--- src/rtl/icv_fifo.sv ---
// small job queue between the window front end and the multiply-add back end
module icv_fifo #(
  parameter int WIDTH = 1,
  parameter int DEPTH = 4
) (
  input  logic                         clk_i,
  input  logic                         rst_ni,
  input  logic                         push_i,
  input  logic [WIDTH-1:0]             push_data_i,
  input  logic                         pop_i,
  output logic [WIDTH-1:0]             pop_data_o,
  output logic                         not_empty_o,
  output logic [$clog2(DEPTH+1)-1:0]   count_o
);

  localparam int PW = (DEPTH > 1) ? $clog2(DEPTH) : 1;
  localparam int CW = $clog2(DEPTH+1);

  logic [WIDTH-1:0] mem_q [DEPTH];
  logic [PW-1:0]    wr_ptr_q, wr_ptr_d;
  logic [PW-1:0]    rd_ptr_q, rd_ptr_d;
  logic [CW-1:0]    count_q, count_d;

  always_comb begin
    wr_ptr_d = wr_ptr_q;
    rd_ptr_d = rd_ptr_q;
    count_d  = count_q;
    if (push_i) begin
      wr_ptr_d = (wr_ptr_q == PW'(DEPTH-1)) ? '0 : wr_ptr_q + PW'(1);
    end
    if (pop_i) begin
      rd_ptr_d = (rd_ptr_q == PW'(DEPTH-1)) ? '0 : rd_ptr_q + PW'(1);
    end
    if (push_i && !pop_i) begin
      count_d = count_q + CW'(1);
    end else if (pop_i && !push_i) begin
      count_d = count_q - CW'(1);
    end
  end

  always_ff @(posedge clk_i or negedge rst_ni) begin
    if (!rst_ni) begin
      wr_ptr_q <= '0;
      rd_ptr_q <= '0;
      count_q  <= '0;
    end else begin
      wr_ptr_q <= wr_ptr_d;
      rd_ptr_q <= rd_ptr_d;
      count_q  <= count_d;
    end
  end

  always_ff @(posedge clk_i) begin
    if (push_i) begin
      mem_q[wr_ptr_q] <= push_data_i;
    end
  end

  assign pop_data_o  = mem_q[rd_ptr_q];
  assign not_empty_o = (count_q != '0);
  assign count_o     = count_q;

endmodule

--- config.mk ---
export PLATFORM = sky130hd
export DESIGN_NAME = icv_fifo
export DESIGN_NICKNAME = d
export VERILOG_FILES = /design/src/rtl/icv_fifo.sv
export SDC_FILE = /design/constraint.sdc
export NUM_CORES = 1
export LEC_CHECK = 0
export BUFFER_PORTS_ARGS = -buffer_cell sky130_fd_sc_hd__buf_2
export CAP_MARGIN = 20
export CELL_PAD_IN_SITES_DETAIL_PLACEMENT = 1
export CELL_PAD_IN_SITES_GLOBAL_PLACEMENT = 2
export CORE_UTILIZATION = 34
export CTS_CLUSTER_DIAMETER = 200
export DETAILED_ROUTE_END_ITERATION = 8
export GPL_TIMING_DRIVEN = 1
export PLACE_DENSITY = 0.83
export SETUP_SLACK_MARGIN = 0.5
export SLEW_MARGIN = 20
export SYNTH_ARGS = -nofsm -noshare
export SYNTH_HDL_FRONTEND = slang
export SYNTH_SLANG_ARGS = --single-unit
--- constraint.sdc ---
create_clock -name clk_i -period 1.45 [get_ports clk_i]
set_input_delay 0.29 -clock clk_i [delete_from_list [all_inputs] [get_ports clk_i]]
set_output_delay 0.29 -clock clk_i [all_outputs]
set_load 0.05 [all_outputs]
==> impl_results.md, run 1 <==
- Register bit total from synthesis: 11
- H-tree levels: 1
- Routed len/inst: 15.0 um
- P per Cell Area: 2260 nW/um^2
- Die Y: 42.1 um
- Vias per cell: 4.74
- Worst hold margin: 0.232 ns
- Post-Syn Instances: 41
- I/O pins: 10
- Vias in the first global route: 446
- Clk_skew: 0.000688 ns
- Slew margin rel.: 87.6%
- Max Cap Viol: 0
- Multi-input gate area in the final layout: 340 sq um
- Worst IR Drop VDD: 1.04 mV
- # setup viols final: 2
- Die width: 42.1 um
- Number of CTS-inserted buffers: 3
- Via count: 412
- Congestion Overflow GR: 0
- Clock Tree Buf Depth: 2
- Critical Path AT: 1.33 ns
- Most frequent cells in the layout: buf_6, buf_4
- Final count of pins violating max slew: 0
- Commonest non-fill, non-tap cell in the layout: buf_6
- CP max FO: 2
- Crit path kind: flop to output port
- Fin util: 63.9%
- CP top delay family: multiplexers
- Placed Instances: 71
- Min Tclk post-route: 1.62 ns
- Setup crit start kind: flop
- Die ar.: 1780 sq um
- Fillers: 147
- WP data required: 1.16 ns
- Clock latency at the later pin of the worst-skew pair: 0.27 ns
- Worst-Margin Slew: 0.186 ns
- Register area: 300 sq um
- Syn Area/Cell: 13.4 sq um
- Antenna cells: 0
- Worst Hold Class: input port to flop
- RSZ-0062 raised after global routing: yes
- Mapped Area: 548 sq um
- Setup ws final: -0.173 ns
- Core area: 1510 sq um
- Seq/Total Area, Yosys: 53.9%
- Final nets: 84
- Share of cells above drive strength 1: 76.1%
- CP Cell Sequence: mux4_2 -> buf_6
- Row count: 14
- Final Hold Fails: 0
- Initial antenna violation count: 0
- Critical Path Slowest Stage Cell: mux4_2
- Overall global routing resource usage: 18.7%
- Layout area overhead: 75.6%
- Failing checks: negative setup slack
- RePlAce Congestion: 0.610
- Pre-Repair DR Iteration Count: 2
- CTS tree: yes
- Leak pwr: 0.420 nW
- Routed Antenna Nets: 0
- Synthesized net count: 53
- Final period util: 112%
- Iteration-0 DRC Markers: 3
- Clock-pin slew on the worst setup and hold paths: 0.07 ns
- Port buffer count: 9
- Setup WS pre-CTS: -0.121 ns
- Pin count of the biggest net entering global routing: 9
- CP max stage delay: 0.52 ns
- Initial Util: 36.4%
- Final wirelength: 1310 um
- Bufs and invs on worst path: 1
- Clk root buf: clkbuf_4
- First-pass GRT wire length: 2180 um
- Status: finished with violations
- Crit path capture type: output port
- Fmax achieved: 0.616 GHz
- Sink Count: 11
- Drt drc: 0
- Ys Warns: 0
- Detail Placement HPWL: 707 um
- Post-synth cell types: 17
- Post-route insts no fill: 87
## cells in the mapped netlist
| library cell | number | area, sq um |
|---|---|---|
| nand3_1 | 1 | 5.00 |
| or3_1 | 1 | 6.26 |
| xnor2_1 | 1 | 8.76 |
| o21ai_0 | 2 | 10.0 |
| dfrtp_1 | 7 | 175 |
| mux4_2 | 1 | 22.5 |
| a21o_2 | 1 | 8.76 |
| xor2_1 | 2 | 17.5 |
| mux2_2 | 2 | 22.5 |
| and2_1 | 4 | 25.0 |
| edfxtp_1 | 4 | 120 |
| nor2_1 | 1 | 3.75 |
| fa_1 | 1 | 20.0 |
| ha_1 | 6 | 75.1 |
| inv_1 | 5 | 18.8 |
| nor3_1 | 1 | 5.00 |
| nand2_1 | 1 | 3.75 |
## registers in the layout, indices dropped and copies added (netlist names)
name and flops:
mem_q 4, count_o 3, rd_ptr_q 2, wr_ptr_q 2
## cell families after synthesis
kind of cell / Yosys count / share of synthesized area (%)
flip-flops: 11 / 53.9
XOR/XNOR: 3 / 4.80
multiplexers: 3 / 8.22
AND/OR/NAND/NOR: 9 / 8.90
AO/OA/AOI/OAI: 3 / 3.43
buffers and inverters: 5 / 3.43
adder cells (fa/ha/maj): 7 / 17.4
## routing by layer
| layer | track usage, % | vias to the layer above | part of all wire (%) |
|---|---|---|---|
| li1 | - | 197 | - |
| met1 | 20.0 | 198 | 38 |
| met2 | 31.6 | 12 | 53 |
| met3 | 2.59 | 5 | 4.2 |
| met4 | 16.9 | 0 | 4.2 |
| met5 | 0 | - | 0 |
## report_power, final
part           switching [mW]  total (mW)  internal, mW
Combinational           0.633        1.40         0.766
Sequential              0.122       0.573         0.451
Clock                  0.0998       0.206         0.107
Total                   0.854        2.18          1.32
## final timing paths
path	end	slack, ns	cells after the start	startpoint
setup / recovery	pop_data_o	-0.17	2	rd_ptr_q[0]
hold / removal	mem_q[2]	0.23	1	push_data_i
setup reg to reg	count_o[2]	0.04	5	count_o[0]
hold reg to reg	rd_ptr_q[1]	0.59	1	rd_ptr_q[1]
max in group asynchronous	wr_ptr_q[0]	0.89	2	rst_ni
min in group asynchronous	rd_ptr_q[0]	0.39	2	rst_ni
## per-stage QoR
step | total power [mW] | instance area (sq um) | setup TNS, ns
after floorplan | 1.09 | 577 | 0
after global placement | 1.26 | 679 | -0.161
after detailed placement | 1.28 | 679 | -0.153
after CTS | 1.94 | 888 | -0.230
after global routing | 2.31 | 962 | -0.341
final | 2.18 | 962 | -0.254
## layout make-up
class | count | share of cell area, %
flip-flops and latches | 11 | 31.2
multi-input cells | 25 | 35.4
well taps | 16 | 2.08
repair buffers | 26 | 26.1
inverters | 5 | 2.47
clock buffers | 4 | 2.73
## what timing repair did
item / in CTS / in global routing
gates resized for setup: 32 / 11
endpoints found under the hold margin: 7 / 0
setup buffers: 7 / 4
endpoints found under the setup margin: 14 / 16
pin swaps: 7 / 6
hold buffers: 1 / 0
## worst register-to-register path, cell delays in order (launching register included)
cell     delay (ns)
dfrtp_2        0.41
buf_6          0.12
fa_2           0.33
xor2_1         0.15
nor2_1         0.15
xor2_1         0.17
Note: power is estimated with default switching activity, not from simulation.
==> run 2: changes to the inputs <==
- RECOVER_POWER: not set -> 50
==> impl_results.md, run 2 (same netlist as run 1, synthesis figures left out) <==
- Status: finished with violations (unchanged)
- Failing checks: negative setup slack (unchanged)
- Clock latency at the later pin of the worst-skew pair: 0.27 ns (about the same)
- Pre-Repair DR Iteration Count: 2 (unchanged)
- Overall global routing resource usage: 18.7% (unchanged)
- CP max FO: 2 (unchanged)
- Clock Tree Buf Depth: 2 (unchanged)
- I/O pins: 10 (unchanged)
- Share of cells above drive strength 1: 71.8% (was 76.1%)
- Sink Count: 11 (unchanged)
- Pin count of the biggest net entering global routing: 9 (unchanged)
- Leak pwr: 0.416 nW (was 0.420 nW)
- Setup ws final: -0.176 ns (was -0.173 ns)
- Crit path capture type: output port (unchanged)
- Routed Antenna Nets: 0 (unchanged)
- Sequential Power Share: 26.3% (about the same)
- Clk pwr share: 9.5% (about the same)
- Via count: 410 (was 412)
- CP Cell Sequence: mux4_2 -> buf_6 (unchanged)
- Final count of pins violating max slew: 0 (unchanged)
- Core area: 1510 sq um (unchanged)
- Congestion Overflow GR: 0 (unchanged)
- Clk_skew: 0.000703 ns (was 0.000688 ns)
- Fmax achieved: 0.615 GHz (was 0.616 GHz)
- Routed len/inst: 14.9 um (was 15.0 um)
- Number of CTS-inserted buffers: 3 (unchanged)
- Die width: 42.1 um (unchanged)
- Combinational Power Share: 64.2% (about the same)
- Min Tclk post-route: 1.63 ns (was 1.62 ns)
- Worst-Margin Slew: 0.410 ns (was 0.186 ns)
- Layout area overhead: 74.7% (was 75.6%)
- Reg2reg setup slack: 0.04 ns (about the same)
- H-tree levels: 1 (unchanged)
- Setup WS pre-CTS: -0.121 ns (unchanged)
- First-pass GRT wire length: 2180 um (unchanged)
- Final wirelength: 1300 um (was 1310 um)
- Final nets: 84 (unchanged)
- R2R Path End: count_o[2] (unchanged)
- Hold Path Stages: 1 (unchanged)
- P per Cell Area: 2270 nW/um^2 (was 2260 nW/um^2)
- Final Hold Fails: 0 (unchanged)
- Psw: 0.854 mW (about the same)
- CTS tree: yes (unchanged)
- CP max stage delay: 0.52 ns (about the same)
- Critical Path Slowest Stage Cell: mux4_2 (unchanged)
- Clock-pin slew on the worst setup and hold paths: 0.07 ns (about the same)
- Vias in the first global route: 446 (unchanged)
- RSZ-0062 raised after global routing: yes (unchanged)
- Worst Hold Class: input port to flop (unchanged)
- Max reg flops: 4 (unchanged)
- Commonest non-fill, non-tap cell in the layout: buf_6 (unchanged)
- Iteration-0 DRC Markers: 1 (was 3)
- Die ar.: 1780 sq um (unchanged)
- Clk root buf: clkbuf_4 (unchanged)
- Most frequent cells in the layout: buf_6, buf_4 (unchanged)
- Fraction of power spent switching nets: 39.2% (about the same)
- Worst R2R Path Depth: 5 (unchanged)
- Worst IR Drop VDD: 1.04 mV (about the same)
- Hold wc startpoint: push_data_i (unchanged)
- Vias per cell: 4.71 (was 4.74)
- # setup viols final: 2 (unchanged)
- Antenna cells: 0 (unchanged)
- Setup TNS: -0.257 ns (was -0.254 ns)
- Drt drc: 0 (unchanged)
- RePlAce Congestion: 0.610 (unchanged)
- Slew margin rel.: 72.7% (was 87.6%)
- Row count: 14 (unchanged)
- WP data required: 1.16 ns (about the same)
- Sink of the worst hold path: mem_q[2] (unchanged)
- Setup crit start kind: flop (unchanged)
- Critical Path AT: 1.34 ns (was 1.33 ns)
- Top reg by flops: mem_q (unchanged)
- Port buffer count: 9 (unchanged)
- R2r startpoint: count_o[0] (unchanged)
- Crit path kind: flop to output port (unchanged)
- Detail Placement HPWL: 707 um (unchanged)
- Initial Util: 36.4% (unchanged)
- Final period util: 112% (about the same)
- Max Cap Viol: 0 (unchanged)
- Die Y: 42.1 um (unchanged)
- Initial antenna violation count: 0 (unchanged)
- Int Pwr: 1.32 mW (about the same)
-- run 2: changes by cell type in the layout (fill, tap and decap cells not counted), sizes merged --
cell,previous run,this run
buf,25,23
clkbuf,4,6
-- run 2: worst max-delay path: cells and delay by family, from the launching register on --
family	cells	cell delay, ns
mux	1	0.52
flops	1	0.38
buf+inv	1	0.17
-- run 2: per-layer routing --
| layer | share of wire [%] | global-route usage [%] | vias up |
|---|---|---|---|
| li1 | - | - | 196 |
| met2 | 53 | 31.6 | 12 |
| met1 | 38 | 20.0 | 197 |
| met5 | 0 | 0 | - |
| met3 | 4.2 | 2.59 | 5 |
| met4 | 4.2 | 16.9 | 0 |
-- run 2: worst max path at each step --
stage                     slack [ns]    endpoint   startpoint  cells after the start
after floorplan                 0.05  count_o[1]   count_o[0]                      2
after CTS                      -0.16  pop_data_o  rd_ptr_q[0]                      2
final                          -0.18  pop_data_o  rd_ptr_q[0]                      2
after global routing           -0.22  pop_data_o  rd_ptr_q[0]                      2
after global placement         -0.12  count_o[2]        pop_i                      8
after detailed placement       -0.12  count_o[2]        pop_i                      8
-- run 2: per-stage QoR --
step	cell area, sq um	cells	total power, mW	hold slack, ns	util [%]
after floorplan	577	41	1.09	-0.00559	-
after detailed placement	679	71	1.28	0.133	45.1
after global placement	679	71	1.26	0.132	45.1
after global routing	957	87	2.30	0.294	63.5
final	957	87	2.18	0.272	63.5
after CTS	888	83	1.94	0.234	59.0
-- run 2: cell type report --
cell class	count	area, sq um
flip-flops and latches	11	300
multi-input cells	25	338
repair buffers	26	249
fillers	149	549
well taps	16	20.0
clock buffers	4	26.3
inverters	5	23.8
-- run 2: timing repair --
action	in CTS	in global routing
endpoints found under the setup margin	14	16
buffers inserted	7	4
gates resized for setup	32	11
hold buffers	1	0
hold endpoints to repair	7	0
pin swaps	7	6
-- run 2: power by group through the flow --
stage	logic, mW	clock network [mW]	registers (mW)
final	1.40	0.206	0.573
after detailed placement	0.714	0	0.565
after global placement	0.700	0	0.558
after CTS	1.16	0.211	0.563
after floorplan	0.384	0	0.701
after global routing	1.49	0.226	0.583
